$ cat config.mk
export PLATFORM = sky130hd
export DESIGN_NAME = sprite_evaluation_secondary_copy_top_flat
export DESIGN_NICKNAME = d
export VERILOG_FILES = /design/src/hw/rtl/sev_pkg.sv /design/src/hw/rtl/sev_req_if.sv /design/src/hw/rtl/sev_rsp_if.sv /design/src/hw/rtl/sprite_evaluation_secondary_copy_top.sv /design/src/hw/rtl/sev_primary_mem.sv /design/src/hw/rtl/sev_eval.sv /design/src/flat_wrapper.sv
export SDC_FILE = /design/constraint.sdc
export NUM_CORES = 2
export LEC_CHECK = 0
export BUFFER_PORTS_ARGS = -buffer_cell sky130_fd_sc_hd__buf_2
export CAP_MARGIN = 20
export CORE_UTILIZATION = 45
export DETAILED_ROUTE_END_ITERATION = 8
export SLEW_MARGIN = 15
export SYNTH_ARGS = -nofsm -noshare
export SYNTH_HDL_FRONTEND = slang
export SYNTH_SLANG_ARGS = --single-unit
$ cat constraint.sdc
create_clock -name clock -period 6.19 [get_ports clock]
set_input_delay 0.3095 -clock clock [delete_from_list [all_inputs] [get_ports clock]]
set_output_delay 0.3095 -clock clock [all_outputs]
set_load 0.05 [all_outputs]
$ cat src/hw/rtl/sev_pkg.sv
// ----------------------------------------------------------------------------
// sev_pkg
// Types and constants shared by the sprite evaluation block.
// ----------------------------------------------------------------------------
`timescale 1ns / 1ps

package sev_pkg;

   localparam int SPRITES_DEF = 64;
   localparam int SLOTS_DEF   = 8;

   localparam int IDX_W       = 6;
   localparam int CNT_W       = 4;
   localparam int PRI_ROWS    = 64;
   localparam int SEC_DEPTH   = 32;
   localparam int SEC_ADDR_W  = 5;
   localparam int CSR_ADDR_W  = 3;
   localparam int CSR_DATA_W  = 32;

   localparam logic [1:0] OP_TICK  = 2'd0;
   localparam logic [1:0] OP_WRITE = 2'd1;
   localparam logic [1:0] OP_READ  = 2'd2;

   localparam logic [CSR_ADDR_W-1:0] CSR_TALL_ADDR = 3'd0;

   localparam logic [8:0] DOT_CLEAR_FIRST = 9'd1;
   localparam logic [8:0] DOT_CLEAR_LAST  = 9'd64;
   localparam logic [8:0] DOT_EVAL_FIRST  = 9'd65;
   localparam logic [8:0] DOT_EVAL_LAST   = 9'd256;
   localparam logic [7:0] SEC_FILL        = 8'hFF;

   typedef enum logic [1:0] {
      PH_NONE     = 2'd0,
      PH_COPY     = 2'd1,
      PH_OVERFLOW = 2'd2,
      PH_IDLE     = 2'd3
   } phase_type;

   typedef struct packed {
      logic [1:0] op;
      logic [8:0] dot;
      logic [8:0] line;
      logic [7:0] table_addr;
      logic [7:0] write_data;
   } req_item_type;

   typedef struct packed {
      logic             overflow_pulse;
      logic             zero_in_range;
      logic [CNT_W-1:0] found_count;
      logic             clear_reads;
      logic [7:0]       read_data;
   } rsp_item_type;

   typedef struct packed {
      logic       en;
      logic [7:0] addr;
      logic [7:0] data;
   } pri_wr_type;

endpackage

$ cat src/hw/rtl/sev_req_if.sv
// ----------------------------------------------------------------------------
// sev_req_if
// Request channel: valid/ready handshake with the tick or table access.
// ----------------------------------------------------------------------------
`timescale 1ns / 1ps

interface sev_req_if;
   logic       valid;
   logic       ready;
   logic [1:0] op;
   logic [8:0] dot;
   logic [8:0] line;
   logic [7:0] table_addr;
   logic [7:0] write_data;

   modport source (output valid, output op, output dot, output line,
                   output table_addr, output write_data, input ready);
   modport sink   (input valid, input op, input dot, input line,
                   input table_addr, input write_data, output ready);
endinterface

$ cat src/hw/rtl/sev_rsp_if.sv
// ----------------------------------------------------------------------------
// sev_rsp_if
// Response channel: valid/ready handshake with the evaluation status.
// ----------------------------------------------------------------------------
`timescale 1ns / 1ps

interface sev_rsp_if;
   logic       valid;
   logic       ready;
   logic       overflow_pulse;
   logic       zero_in_range;
   logic [3:0] found_count;
   logic       clear_reads;
   logic [7:0] read_data;

   modport source (output valid, output overflow_pulse, output zero_in_range,
                   output found_count, output clear_reads, output read_data,
                   input ready);
   modport sink   (input valid, input overflow_pulse, input zero_in_range,
                   input found_count, input clear_reads, input read_data,
                   output ready);
endinterface

$ cat src/hw/rtl/sprite_evaluation_secondary_copy_top.sv
// ----------------------------------------------------------------------------
// sprite_evaluation_secondary_copy_top
// A request passes the input register, execute and the response register.
// Throughput: one request per cycle unless the response side stalls, set by the
// single execute pass and the one-row primary read issued ahead of each pass.
// Reset: synchronous; state, secondary table and primary-table valid bits
// clear at once, no clearing pass, requests are taken from the first cycle.
// ----------------------------------------------------------------------------
`timescale 1ns / 1ps

module sprite_evaluation_secondary_copy_top #(
   parameter int SPRITES = sev_pkg::SPRITES_DEF,
   parameter int SLOTS   = sev_pkg::SLOTS_DEF
) (
   input  logic                              clock,
   input  logic                              reset,
   sev_req_if.sink                           req_chan,
   sev_rsp_if.source                         rsp_chan,
   input  logic                              psel,
   input  logic                              penable,
   input  logic                              pwrite,
   input  logic [sev_pkg::CSR_ADDR_W-1:0]    paddr,
   input  logic [sev_pkg::CSR_DATA_W-1:0]    pwdata,
   output logic [sev_pkg::CSR_DATA_W-1:0]    prdata,
   output logic                              pready
);
   import sev_pkg::*;

   req_item_type    in_ff;
   logic            in_valid_ff, in_valid_in;
   rsp_item_type    rsp_ff, result;
   logic            rsp_valid_ff, rsp_valid_in;
   logic            tall_ff;
   logic            fire;
   logic            take;
   pri_wr_type      wr;
   logic [IDX_W-1:0] rd_row;
   logic [31:0]     rd_q, rd0_q;

   assign fire = in_valid_ff && (!rsp_valid_ff || rsp_chan.ready);
   assign req_chan.ready = !in_valid_ff || fire;
   assign take = req_chan.valid && req_chan.ready;

   always_comb begin
      in_valid_in = in_valid_ff;
      if (take) begin
         in_valid_in = 1'b1;
      end else if (fire) begin
         in_valid_in = 1'b0;
      end
      rsp_valid_in = rsp_valid_ff;
      if (fire) begin
         rsp_valid_in = 1'b1;
      end else if (rsp_chan.ready) begin
         rsp_valid_in = 1'b0;
      end
   end

   always_ff @(posedge clock) begin
      if (reset) begin
         in_valid_ff  <= 1'b0;
         rsp_valid_ff <= 1'b0;
         tall_ff      <= 1'b0;
      end else begin
         in_valid_ff  <= in_valid_in;
         rsp_valid_ff <= rsp_valid_in;
         if (psel && penable && pwrite && paddr == CSR_TALL_ADDR) begin
            tall_ff <= pwdata[0];
         end
      end
   end

   always_ff @(posedge clock) begin
      if (take) begin
         in_ff.op         <= req_chan.op;
         in_ff.dot        <= req_chan.dot;
         in_ff.line       <= req_chan.line;
         in_ff.table_addr <= req_chan.table_addr;
         in_ff.write_data <= req_chan.write_data;
      end
      if (fire) begin
         rsp_ff <= result;
      end
   end

   assign pready = 1'b1;
   assign prdata = (paddr == CSR_TALL_ADDR) ? {{(CSR_DATA_W-1){1'b0}}, tall_ff}
                                            : '0;

   sev_eval #(
      .SPRITES (SPRITES),
      .SLOTS   (SLOTS)
   ) u_eval (
      .clock  (clock),
      .reset  (reset),
      .fire   (fire),
      .item   (in_ff),
      .tall   (tall_ff),
      .result (result),
      .wr     (wr),
      .rd_row (rd_row),
      .rd_q   (rd_q),
      .rd0_q  (rd0_q)
   );

   sev_primary_mem u_primary (
      .clock  (clock),
      .wr     (wr),
      .rd_row (rd_row),
      .rd_q   (rd_q),
      .rd0_q  (rd0_q)
   );

   assign rsp_chan.valid          = rsp_valid_ff;
   assign rsp_chan.overflow_pulse = rsp_ff.overflow_pulse;
   assign rsp_chan.zero_in_range  = rsp_ff.zero_in_range;
   assign rsp_chan.found_count    = rsp_ff.found_count;
   assign rsp_chan.clear_reads    = rsp_ff.clear_reads;
   assign rsp_chan.read_data      = rsp_ff.read_data;

`ifndef ASSERT_OFF
   a_count_bound: assert property (@(posedge clock) disable iff (reset)
      rsp_valid_ff |-> rsp_ff.found_count <= CNT_W'(SLOTS))
      else $error("found count beyond slot count");

   a_pulse_full: assert property (@(posedge clock) disable iff (reset)
      rsp_valid_ff && rsp_ff.overflow_pulse |-> rsp_ff.found_count == CNT_W'(SLOTS))
      else $error("overflow pulse before slots are full");

   a_fire_lands: assert property (@(posedge clock) disable iff (reset)
      fire |=> rsp_valid_ff)
      else $error("executed request lost before response register");
`endif

endmodule

$ cat src/hw/rtl/sev_primary_mem.sv
// ----------------------------------------------------------------------------
// sev_primary_mem
// Primary sprite table: 64 rows of four byte lanes, byte write, two
// registered row reads (one addressed, one fixed on row zero).
// ----------------------------------------------------------------------------
`timescale 1ns / 1ps

module sev_primary_mem (
   input  logic                         clock,
   input  sev_pkg::pri_wr_type          wr,
   input  logic [sev_pkg::IDX_W-1:0]    rd_row,
   output logic [31:0]                  rd_q,
   output logic [31:0]                  rd0_q
);
   import sev_pkg::*;

   logic [31:0] mem [PRI_ROWS];

   always_ff @(posedge clock) begin
      if (wr.en) begin
         mem[wr.addr[7:2]][{wr.addr[1:0], 3'b000} +: 8] <= wr.data;
      end
   end

   always_ff @(posedge clock) begin
      rd_q  <= mem[rd_row];
      rd0_q <= mem[0];
   end

endmodule

$ cat src/hw/rtl/sev_eval.sv
// ----------------------------------------------------------------------------
// sev_eval
// Evaluation state, secondary table and the per-request execute logic.
// ----------------------------------------------------------------------------
`timescale 1ns / 1ps

module sev_eval #(
   parameter int SPRITES = sev_pkg::SPRITES_DEF,
   parameter int SLOTS   = sev_pkg::SLOTS_DEF
) (
   input  logic                       clock,
   input  logic                       reset,
   input  logic                       fire,
   input  sev_pkg::req_item_type      item,
   input  logic                       tall,
   output sev_pkg::rsp_item_type      result,
   output sev_pkg::pri_wr_type        wr,
   output logic [sev_pkg::IDX_W-1:0]  rd_row,
   input  logic [31:0]                rd_q,
   input  logic [31:0]                rd0_q
);
   import sev_pkg::*;

   logic [7:0]       sec_ff   [SEC_DEPTH];
   logic [7:0]       sec_in   [SEC_DEPTH];
   logic [7:0]       latch_ff [4];
   logic [7:0]       latch_in [4];
   logic [IDX_W-1:0] idx_ff, idx_in;
   logic [1:0]       off_ff, off_in;
   logic [CNT_W-1:0] cnt_ff, cnt_in;
   phase_type        phase_ff, phase_in;
   logic             zero_ff, zero_in;
   logic             clear_ff, clear_in;
   logic [255:0]     valid_ff;
   pri_wr_type       wr_last_ff;
   logic [7:0]       row_cur [4];
   logic [7:0]       row_zero [4];

   function automatic logic hit(input logic [8:0] line, input logic [7:0] top,
                                input logic is_tall);
      logic [9:0] bottom;
      bottom = {2'b00, top} + (is_tall ? 10'd16 : 10'd8);
      return ({1'b0, line} >= {2'b00, top}) && ({1'b0, line} < bottom);
   endfunction

   function automatic logic [IDX_W:0] idx_step(input logic [IDX_W-1:0] idx);
      logic [IDX_W:0] nxt;
      nxt = {1'b0, idx} + {{IDX_W{1'b0}}, 1'b1};
      if (nxt >= (IDX_W + 1)'(SPRITES)) begin
         return {1'b1, {IDX_W{1'b0}}};
      end
      return {1'b0, nxt[IDX_W-1:0]};
   endfunction

   // rows as they stand now: registered read plus last-edge write, gated by valid
   always_comb begin
      for (int k = 0; k < 4; k++) begin
         row_cur[k] = rd_q[8*k +: 8];
         if (wr_last_ff.en && wr_last_ff.addr[7:2] == idx_ff &&
             wr_last_ff.addr[1:0] == 2'(k)) begin
            row_cur[k] = wr_last_ff.data;
         end
         if (!valid_ff[{idx_ff, 2'(k)}]) begin
            row_cur[k] = 8'h00;
         end
         row_zero[k] = rd0_q[8*k +: 8];
         if (wr_last_ff.en && wr_last_ff.addr == {{IDX_W{1'b0}}, 2'(k)}) begin
            row_zero[k] = wr_last_ff.data;
         end
         if (!valid_ff[k]) begin
            row_zero[k] = 8'h00;
         end
      end
   end

   always_comb begin
      logic [IDX_W-1:0] idx_v;
      logic [1:0]       off_v;
      logic [CNT_W-1:0] cnt_v;
      phase_type        ph_v;
      logic             zero_v;
      logic [IDX_W:0]   step_v;
      logic [4:0]       base_v;
      logic [7:0]       top_v;
      logic             pulse_v;
      logic [7:0]       rdata_v;

      idx_v   = idx_ff;
      off_v   = off_ff;
      cnt_v   = cnt_ff;
      ph_v    = phase_ff;
      zero_v  = zero_ff;
      step_v  = '0;
      base_v  = '0;
      top_v   = '0;
      pulse_v = 1'b0;
      rdata_v = 8'h00;
      clear_in = clear_ff;
      sec_in   = sec_ff;
      latch_in = latch_ff;
      wr       = '0;

      if (fire) begin
         unique case (item.op)
            OP_WRITE: begin
               wr.en   = 1'b1;
               wr.addr = item.table_addr;
               wr.data = item.write_data;
            end
            OP_READ: begin
               rdata_v = sec_ff[item.table_addr[SEC_ADDR_W-1:0]];
            end
            OP_TICK: begin
               if (item.dot >= DOT_CLEAR_FIRST && item.dot <= DOT_CLEAR_LAST) begin
                  if (item.dot == DOT_CLEAR_FIRST) begin
                     clear_in = 1'b1;
                  end
                  if (item.dot[0]) begin
                     sec_in[item.dot[5:1]] = SEC_FILL;
                  end
               end else if (item.dot >= DOT_EVAL_FIRST && item.dot <= DOT_EVAL_LAST) begin
                  if (item.dot == DOT_EVAL_FIRST) begin
                     clear_in = 1'b0;
                     idx_v    = '0;
                     off_v    = '0;
                     cnt_v    = '0;
                     ph_v     = PH_COPY;
                     zero_v   = 1'b0;
                  end
                  if (item.dot[0]) begin
                     if (item.dot == DOT_EVAL_FIRST) begin
                        latch_in = row_zero;
                     end else begin
                        latch_in = row_cur;
                     end
                  end else begin
                     unique case (ph_v)
                        PH_COPY: begin
                           base_v = {cnt_v[2:0], 2'b00};
                           sec_in[base_v] = latch_ff[0];
                           if (hit(item.line, latch_ff[0], tall)) begin
                              sec_in[base_v | 5'd1] = latch_ff[1];
                              sec_in[base_v | 5'd2] = latch_ff[2];
                              sec_in[base_v | 5'd3] = latch_ff[3];
                              if (idx_v == '0) begin
                                 zero_v = 1'b1;
                              end
                              cnt_v = cnt_v + 1'b1;
                              if (cnt_v >= CNT_W'(SLOTS)) begin
                                 ph_v = PH_OVERFLOW;
                              end
                           end
                           step_v = idx_step(idx_v);
                           idx_v  = step_v[IDX_W-1:0];
                           if (step_v[IDX_W]) begin
                              ph_v = PH_IDLE;
                           end
                        end
                        PH_OVERFLOW: begin
                           top_v   = row_cur[off_v];
                           pulse_v = hit(item.line, top_v, tall);
                           step_v  = idx_step(idx_v);
                           idx_v   = step_v[IDX_W-1:0];
                           if (step_v[IDX_W]) begin
                              ph_v = PH_IDLE;
                           end
                           off_v = off_v + 1'b1;
                        end
                        PH_IDLE: begin
                           step_v = idx_step(idx_v);
                           idx_v  = step_v[IDX_W-1:0];
                        end
                        default: begin
                        end
                     endcase
                  end
               end
            end
            default: begin
            end
         endcase
      end

      idx_in   = idx_v;
      off_in   = off_v;
      cnt_in   = cnt_v;
      phase_in = ph_v;
      zero_in  = zero_v;

      result.overflow_pulse = pulse_v;
      result.zero_in_range  = zero_v;
      result.found_count    = cnt_v;
      result.clear_reads    = clear_in;
      result.read_data      = rdata_v;
   end

   assign rd_row = idx_in;

   always_ff @(posedge clock) begin
      if (reset) begin
         idx_ff     <= '0;
         off_ff     <= '0;
         cnt_ff     <= '0;
         phase_ff   <= PH_COPY;
         zero_ff    <= 1'b0;
         clear_ff   <= 1'b0;
         valid_ff   <= '0;
         wr_last_ff <= '0;
         for (int i = 0; i < SEC_DEPTH; i++) begin
            sec_ff[i] <= 8'h00;
         end
         for (int k = 0; k < 4; k++) begin
            latch_ff[k] <= 8'h00;
         end
      end else begin
         idx_ff     <= idx_in;
         off_ff     <= off_in;
         cnt_ff     <= cnt_in;
         phase_ff   <= phase_in;
         zero_ff    <= zero_in;
         clear_ff   <= clear_in;
         wr_last_ff <= wr;
         if (wr.en) begin
            valid_ff[wr.addr] <= 1'b1;
         end
         sec_ff   <= sec_in;
         latch_ff <= latch_in;
      end
   end

endmodule

$ cat src/flat_wrapper.sv
// flat-port wrapper written by rule: the top's interface ports become plain ports
module sprite_evaluation_secondary_copy_top_flat import sev_pkg::*;
#(
   parameter int SPRITES = sev_pkg::SPRITES_DEF,
   parameter int SLOTS   = sev_pkg::SLOTS_DEF
)
  (clock, reset, psel, penable, pwrite, paddr, pwdata, prdata, pready, req_chan_valid, req_chan_op, req_chan_dot, req_chan_line, req_chan_table_addr, req_chan_write_data, req_chan_ready, rsp_chan_valid, rsp_chan_overflow_pulse, rsp_chan_zero_in_range, rsp_chan_found_count, rsp_chan_clear_reads, rsp_chan_read_data, rsp_chan_ready);
  sev_req_if req_chan_i ();
  sev_rsp_if rsp_chan_i ();
  input  logic clock;
  input  logic reset;
  input  logic psel;
  input  logic penable;
  input  logic pwrite;
  input  logic [sev_pkg::CSR_ADDR_W-1:0] paddr;
  input  logic [sev_pkg::CSR_DATA_W-1:0] pwdata;
  output logic [sev_pkg::CSR_DATA_W-1:0] prdata;
  output logic pready;
  input wire logic [$bits(req_chan_i.valid)-1:0] req_chan_valid;
  input wire logic [$bits(req_chan_i.op)-1:0] req_chan_op;
  input wire logic [$bits(req_chan_i.dot)-1:0] req_chan_dot;
  input wire logic [$bits(req_chan_i.line)-1:0] req_chan_line;
  input wire logic [$bits(req_chan_i.table_addr)-1:0] req_chan_table_addr;
  input wire logic [$bits(req_chan_i.write_data)-1:0] req_chan_write_data;
  output wire logic [$bits(req_chan_i.ready)-1:0] req_chan_ready;
  output wire logic [$bits(rsp_chan_i.valid)-1:0] rsp_chan_valid;
  output wire logic [$bits(rsp_chan_i.overflow_pulse)-1:0] rsp_chan_overflow_pulse;
  output wire logic [$bits(rsp_chan_i.zero_in_range)-1:0] rsp_chan_zero_in_range;
  output wire logic [$bits(rsp_chan_i.found_count)-1:0] rsp_chan_found_count;
  output wire logic [$bits(rsp_chan_i.clear_reads)-1:0] rsp_chan_clear_reads;
  output wire logic [$bits(rsp_chan_i.read_data)-1:0] rsp_chan_read_data;
  input wire logic [$bits(rsp_chan_i.ready)-1:0] rsp_chan_ready;
  assign req_chan_i.valid = req_chan_valid;
  assign req_chan_i.op = req_chan_op;
  assign req_chan_i.dot = req_chan_dot;
  assign req_chan_i.line = req_chan_line;
  assign req_chan_i.table_addr = req_chan_table_addr;
  assign req_chan_i.write_data = req_chan_write_data;
  assign req_chan_ready = req_chan_i.ready;
  assign rsp_chan_valid = rsp_chan_i.valid;
  assign rsp_chan_overflow_pulse = rsp_chan_i.overflow_pulse;
  assign rsp_chan_zero_in_range = rsp_chan_i.zero_in_range;
  assign rsp_chan_found_count = rsp_chan_i.found_count;
  assign rsp_chan_clear_reads = rsp_chan_i.clear_reads;
  assign rsp_chan_read_data = rsp_chan_i.read_data;
  assign rsp_chan_i.ready = rsp_chan_ready;
  sprite_evaluation_secondary_copy_top #(.SPRITES(SPRITES), .SLOTS(SLOTS)) u_core (.clock(clock), .reset(reset), .req_chan(req_chan_i), .rsp_chan(rsp_chan_i), .psel(psel), .penable(penable), .pwrite(pwrite), .paddr(paddr), .pwdata(pwdata), .prdata(prdata), .pready(pready));
endmodule
# Word-level counts from Yosys, hierarchy flattened
# Memories as Yosys holds them, arrays and structs flattened. A register that Yosys moved wholly into a read port is not among the register bits.
# Index checks and enable logic that the tools add are counted.
# W data, S select, Z words.
# word_totals
ff_bits	631
ramBits	2048
in_bits	78
output_inout_bits	50
wordCells	320
n_memories	1
# op_classes
addsub	6
n_lt_le_gt_ge	28
n_eq_ne	16
n_shift	2
mux	154
n_bitwise	13
reduce_logical	41
# memory_table
memory	depth	word_bits	read_ports	rd_clocked_by_memory_dff	write_ports	line_no	rtl
u_core.u_primary.mem	64	32	2	2	1	sev_primary_mem.sv:17	logic [31:0] mem [PRI_ROWS];
# op_table
op	count
$mux W256	6
$bwmux W256	4
$or A256 B256 Y256	2
$demux W8 S5	5
$mux W8	25
$mux W7	15
$mux W6	11
$mux W32	2
$mux W4	12
$lt A8 B9 Y1 const B	5
$mux W1	45
$bmux W8 S5	1
$ge A6 B6 Y1 const B	6
$not A5 Y6	6
$mux W17	2
$mux W2	17
$shift A8 B7 Y32 const A	1
$shiftx A8 B7 Y32	1
$lt A6 B1 Y1 const B	5
$bmux W1 S6	4
$logic_and A1 B1 Y1	24
$ge A9 B8 Y1	2
$pmux W6 S3	1
$bmux W8 S2	1
other kinds (41)	57

# Longest topological paths before layout
# depth
depth_word	28
mapped_depth	25
mapped_depth_nobuf	20

# By module
# From an unflattened synthesis, not the netlist that was laid out.
# unflattened
hier_cells	6758
area_unflattened_um2	109349.9
# by_module_without_submodules
module	instances	cells_per_inst	area_each_um2	seq_area_each_um2
sev_primary_mem	1	3778	80546.0	62780.2
sev_eval	1	2878	26879.5	11551.1
sprite_evaluation_secondary_copy_top	1	102	1924.3	1591.5

# Worst setup path after synthesis
# OpenSTA, ideal clock, no wires.
# synth_timing
path_type	register to register
start	register u_core.u_eval.idx_ff[0]
end	register u_core.rsp_ff, in the netlist u_core.rsp_chan.overflow_pulse (data pin)
setup_ns	0.265
arrival_time_ns	4.308
slack_ns	1.616
stages_incl_launch_ff	23
path_buffers	4
period_less_slack_ns	4.574
path_cell_list	dfxtp_1 buf_6 buf_8 buf_6 mux4_2 mux4_2 o221ai_1 clkbuf_1 nor3_1 a21oi_1 nor2_1 nor2_1 ha_1 nor2b_1 o21ai_0 nand2b_1 a31o_2 a21o_1 a21o_1 a21o_1 a21o_1 a211oi_1 a311oi_1
# synth_via
elab_chain_cells	11
elab_cells_between_ends	29
cone_classes	1 x add/sub; 2 x order compare; 1 x eq/ne; 19 x mux; 6 x reduce/logical
# synth_lines
item	line_no	rtl
start, declared	sev_eval.sv:28	logic [IDX_W-1:0] idx_ff, idx_in;
start signal, assigned	sev_eval.sv:216	idx_ff <= idx_in;
branches (longest 5 deep; another with $mux W8)	--	
$bmux W8 S2 *	sev_eval.sv:160	top_v = row_cur[off_v];
$mux W8 (not written as such) * (2 in series)	sev_eval.sv:160	
$add A8 B5 Y9	sev_eval.sv:42	bottom = {2'b00, top} + (is_tall ? 10'd16 : 10'd8);
$lt A9 B9 Y1	sev_eval.sv:43	return ({1'b0, line} >= {2'b00, top}) && ({1'b0, line} < bottom);
$logic_and A1 B1 Y1 *	sev_eval.sv:43	
end signal, assigned	sprite_evaluation_secondary_copy_top.sv:82	rsp_ff <= result;
end, declared	sprite_evaluation_secondary_copy_top.sv:31	rsp_item_type rsp_ff, result;
# Mark *: on every way between the ends. The select of a mux whose other input is x is not followed.
# A chain may end at the register's enable or synchronous reset.

# Worst setup path in the final report
# layout_timing
start	register u_core.in_ff[33] in the netlist's numbering
end	register u_core.u_primary.rd_q[10], read port of u_core.u_primary.mem
# layout_via
elab_chain_cells	28
elab_cells_between_ends	62
cone_classes	1 x add/sub; 5 x order compare; 4 x eq/ne; 50 x mux; 2 x reduce/logical
# layout_lines
item	line_no	rtl
start, declared	sprite_evaluation_secondary_copy_top.sv:29	req_item_type in_ff;
$eq A9 B7 Y1	sev_eval.sv:122	if (item.dot == DOT_EVAL_FIRST) begin
$mux W6	sev_eval.sv:122	
$mux W6	sev_eval.sv:121	end else if (item.dot >= DOT_EVAL_FIRST && item.dot <= DOT_EVAL_LAST) begin
$mux W6	sev_eval.sv:114	if (item.dot >= DOT_CLEAR_FIRST && item.dot <= DOT_CLEAR_LAST) begin
$mux W6	sev_eval.sv:104	unique case (item.op)
$mux W6	sev_eval.sv:103	if (fire) begin
$add A6 B1 Y7	sev_eval.sv:48	nxt = {1'b0, idx} + {{IDX_W{1'b0}}, 1'b1};
$ge A7 B7 Y1	sev_eval.sv:49	if (nxt >= (IDX_W + 1)'(SPRITES)) begin
[... 12 more ...]	--	
$mux W7	sev_eval.sv:104	
$mux W7	sev_eval.sv:103	
$pmux W6 S3	sev_eval.sv:137	unique case (ph_v)
$mux W6	sev_eval.sv:130	if (item.dot[0]) begin
$mux W6	sev_eval.sv:121	
$mux W6 *	sev_eval.sv:114	
$mux W6 *	sev_eval.sv:104	
$mux W6 *	sev_eval.sv:103	
end, declared	sev_primary_mem.sv:12	output logic [31:0] rd_q,
# Every way passes the cells marked *; elsewhere a longest branch is shown, timed or not. The select of a mux whose other input is x is not followed.

==> out/qor.yml <==
io_buffer_count: 64
synthTopCellsByCount: "2,099 x edfxtp_1, 1,345 x nand2_1, 950 x nor2_1"
p_leak_nw: 47.0
worstPathMaxFanout: 22
power_density_nw_per_um2: 289
placed_area_um2: 121000
slew_violations: 0
yosysMostFrequentCell: "edfxtp_1"
setup_violations: 0
swShare_pct: 20.4
vias_per_cell: 6.33
cp.required_ns: 7.03
ios: 128
p_switching_mw: 7.74
antenna_found_initial: 15
synth_seq_cells: 2743
reg2reg_depth: 17
grt_use_total_pct: 27.8
ys_seq_area_share_pct: 65.4
core_um2: 256000
grt_pass1_wl_um: 534000
final_area_um2: 131000
rsz0062_at_grt: "no"
cp.arrival_ns: 6.54
ys_warn_count: 0
cts_tree: "built"
grt_max_degree: 209
post_cts_resized: 0
nFillCells: 21733
clockPowerShare_pct: 46.7
ys.flop_type: "edfxtp_1"
initial_core_util_pct: 45.2
fin_crit_sh_pct: 92.2
min_from: "req_chan_write_data[4]"
final_cells: 13031
htree_levels: 5
cp_slowest_cell: "o2bb2ai_1"
synthCells: 9410
p_seq_share_pct: 51.9
maxCapViolCount: 0
yosys-top-cells-area: "edfxtp_1 54%, dfxtp_1 11%, nand2_1 4.4%"
rows: 186
syn_area_per_cell_um2: 12.3
synth_edf_count: 2099
path_class: "reg -> reg"
clk_path_buf_depth: 4
synth_area_um2: 116000
numCtsBuffers: 303
post_cts_buffers: 0
post_drt_wl_per_cell_um: 28.4
die-area_um2: 260000
slew_headroom_pct: 12.8
drtPass1Iterations: 6
yosys.area.top_type_share_pct: 54.3
period_minus_slack_ns: 5.71
cp-start-kind: "register"
reg2reg_slack_ns: 0.48
dp_cells: 12439
clk_pin_slew_ns: 0.06
hold_class: "in -> reg"
gp_congestion: 0.918
cts_num_sinks: 2743
ir_worst_vdd_mv: 0.309
yosysTopAreaCell: "edfxtp_1"
power_mw: 37.9
final_nets: 9539
status: "complete, no violations"
drtAntennaViolNets: 0
route.vias.total: 82539
path_cells: "nor3b_1 -> nand4_1 -> nand2_1 -> ha_1 -> nor2b_1 -> nor3_1 -> o211ai_2 -> o2bb2ai_1 -> nor3_2 -> buf_4 -> nand2_4 -> buf_4 -> buf_4 -> o22ai_1 -> nor4_1 -> buf_4 -> a211oi_1"
die_w_um: 510
drtIter0Drc: 10538
grt_pass1_vias: 78297
worst_slew_pin_slew_ns: 1.30
cp-end-kind: "register"
ys_async_sr_fraction_pct: 0
cpPeakStageDelay_ns: 0.79
timing.fmax_ghz: 0.175
cts_hold_buf: 42
final.setup.tns_ns: 0
combPwrFrac_pct: 1.4
chipHeight_um: 510
p_int_mw: 30.1
worstHoldPathCells: 2
clock_latency_ns: 0.97
hpwlAfterDp_um: 234000
grt_remaining_overflow: 0
drive_gt1_share_pct: 11.4
r2r_end: "u_core.u_primary.rd_q[10]"
area_delta_synth_final_pct: 12.7
finalWirelength_um: 370000
crit_top_cell: "buf_4"
post-route-drc-count: 0
finalHoldViolations: 0
synth_cell_types: 94
r2r-start: "u_core.in_ff[33]"
cts_root_buf: "clkbuf_16"
hold_end: "u_core.in_ff[4]"
cp_top_family: "simple AND/OR/NAND/NOR gates"
cp.buffers_inverters: 4
fin_skew_ns: 0.0892
-- layer usage --
| metal | routed length [um] | global-route usage [%] | vias to the layer above |
|---|---|---|---|
| li1 | - | - | 35813 |
| met1 | 150000 | 38.2 | 41698 |
| met2 | 170000 | 43.2 | 4251 |
| met3 | 33000 | 4.94 | 767 |
| met4 | 17500 | 12.6 | 10 |
| met5 | 76 | 0 | - |
-- state kept, by name, summed over array words and instances, names as in the netlist, 2 cells and up --
name                         count
u_core.u_primary.mem          2048
u_core.u_primary.rd0_q          32
u_core.rsp_chan.read_data        8
u_core.u_eval.wr_last_ff        17
u_core.u_eval.cnt_ff             4
u_core.u_eval.idx_ff             6
u_core.in_ff                    36
u_core.u_primary.rd_q           32
u_core.u_eval.valid_ff         256
u_core.u_eval.off_ff             2
u_core.u_eval.sec_ff           256
u_core.u_eval.latch_ff          32
u_core.rsp_chan.found_count      4
u_core.u_eval.phase_ff           2
-- through the flow --
step | utilization [%] | hold slack (ns) | worst slack, ns
finish | 51.0 | 0.0671 | 0.484
global route | 51.0 | 0.0490 | 0.446
CTS | 50.9 | 0.00275 | 0.601
detailed placement | 47.0 | 0.364 | 0.556
global placement | 47.0 | 0.358 | 0.601
floorplan | - | 0.348 | 1.62
-- worst max path at each step --
stage	endpoint	cells after the start	from	slack, ns
finish	u_core.u_primary.rd_q[10]	17	u_core.in_ff[33]	0.48
detailed placement	u_core.u_primary.rd_q[10]	18	u_core.in_ff[25]	0.56
CTS	u_core.u_primary.rd_q[10]	18	u_core.in_ff[25]	0.60
global route	u_core.rsp_chan.overflow_pulse	17	u_core.u_eval.idx_ff[0]	0.45
floorplan	u_core.rsp_chan.overflow_pulse	22	u_core.u_eval.idx_ff[0]	1.62
global placement	u_core.u_primary.rd_q[14]	18	u_core.in_ff[25]	0.60
-- layout make-up --
type                            count  area [um2]  area share [%]
Antenna cell                        7        17.5          0.0134
Clock buffer                      404        8450            6.46
Clock inverter                    127        1160           0.890
Inverter                           62         240           0.184
Multi-Input combinational cell   5889       36900            28.3
Sequential cell                  2743       75900            58.1
Tap cell                         3384        4230            3.24
Timing Repair Buffer              415        3770            2.89
-- cell usage in the layout (no fill, tap or decap), types with 18 or more instances in the layout --
cell / netlist / final
a211oi_1: 159 / 159
a21oi_1: 948 / 948
a221o_1: 65 / 64
a221oi_1: 510 / 509
a22o_1: 34 / 34
a31oi_1: 18 / 18
and2_1: 71 / 37
and2_2: 0 / 33
buf_12: 1 / 49
buf_2: 152 / 63
buf_4: 53 / 249
bufinv_16: 0 / 20
clkbuf_1: 455 / 62
clkbuf_16: 0 / 313
clkbuf_8: 0 / 27
clkinv_1: 0 / 37
clkinv_2: 0 / 53
conb_1: 2 / 32
dfxtp_1: 644 / 641
dlygate4sd3_1: 0 / 42
edfxtp_1: 2099 / 2099
ha_1: 45 / 45
inv_1: 61 / 60
mux2i_1: 493 / 493
mux4_2: 146 / 146
nand2_1: 1345 / 1335
nand3_1: 29 / 29
nor2_1: 950 / 945
nor2b_1: 23 / 21
nor3_1: 81 / 69
nor4_1: 107 / 105
o21a_1: 53 / 53
o21ai_0: 63 / 63
o22ai_1: 432 / 432
or4_1: 30 / 30
-- logic make-up (layout without fill, tap and decap cells) --
| logic type | Yosys count | after routing | synth area share, % |
|---|---|---|---|
| adder cells (fa/ha/maj) | 47 | 47 | 0.520 |
| buffers and inverters | 808 | 1008 | 3.08 |
| multiplexers | 649 | 649 | 7.19 |
| AND/OR/NAND/NOR | 2744 | 2744 | 9.88 |
| XOR/XNOR | 15 | 15 | 0.129 |
| other | 2 | 39 | 0.00647 |
| AO/OA/AOI/OAI | 2402 | 2402 | 13.8 |
| flip-flops | 2743 | 2743 | 65.4 |
-- power by group through the flow --
stage / clock network, mW / logic (mW) / registers, mW
after global placement: 0 / 0.500 / 20.0
final: 17.7 / 0.537 / 19.6
after CTS: 17.8 / 0.528 / 19.6
after floorplan: 0 / 0.358 / 20.0
after detailed placement: 0 / 0.506 / 20.0
after global routing: 18.5 / 0.564 / 19.6
(Power assumes the default switching activity.)
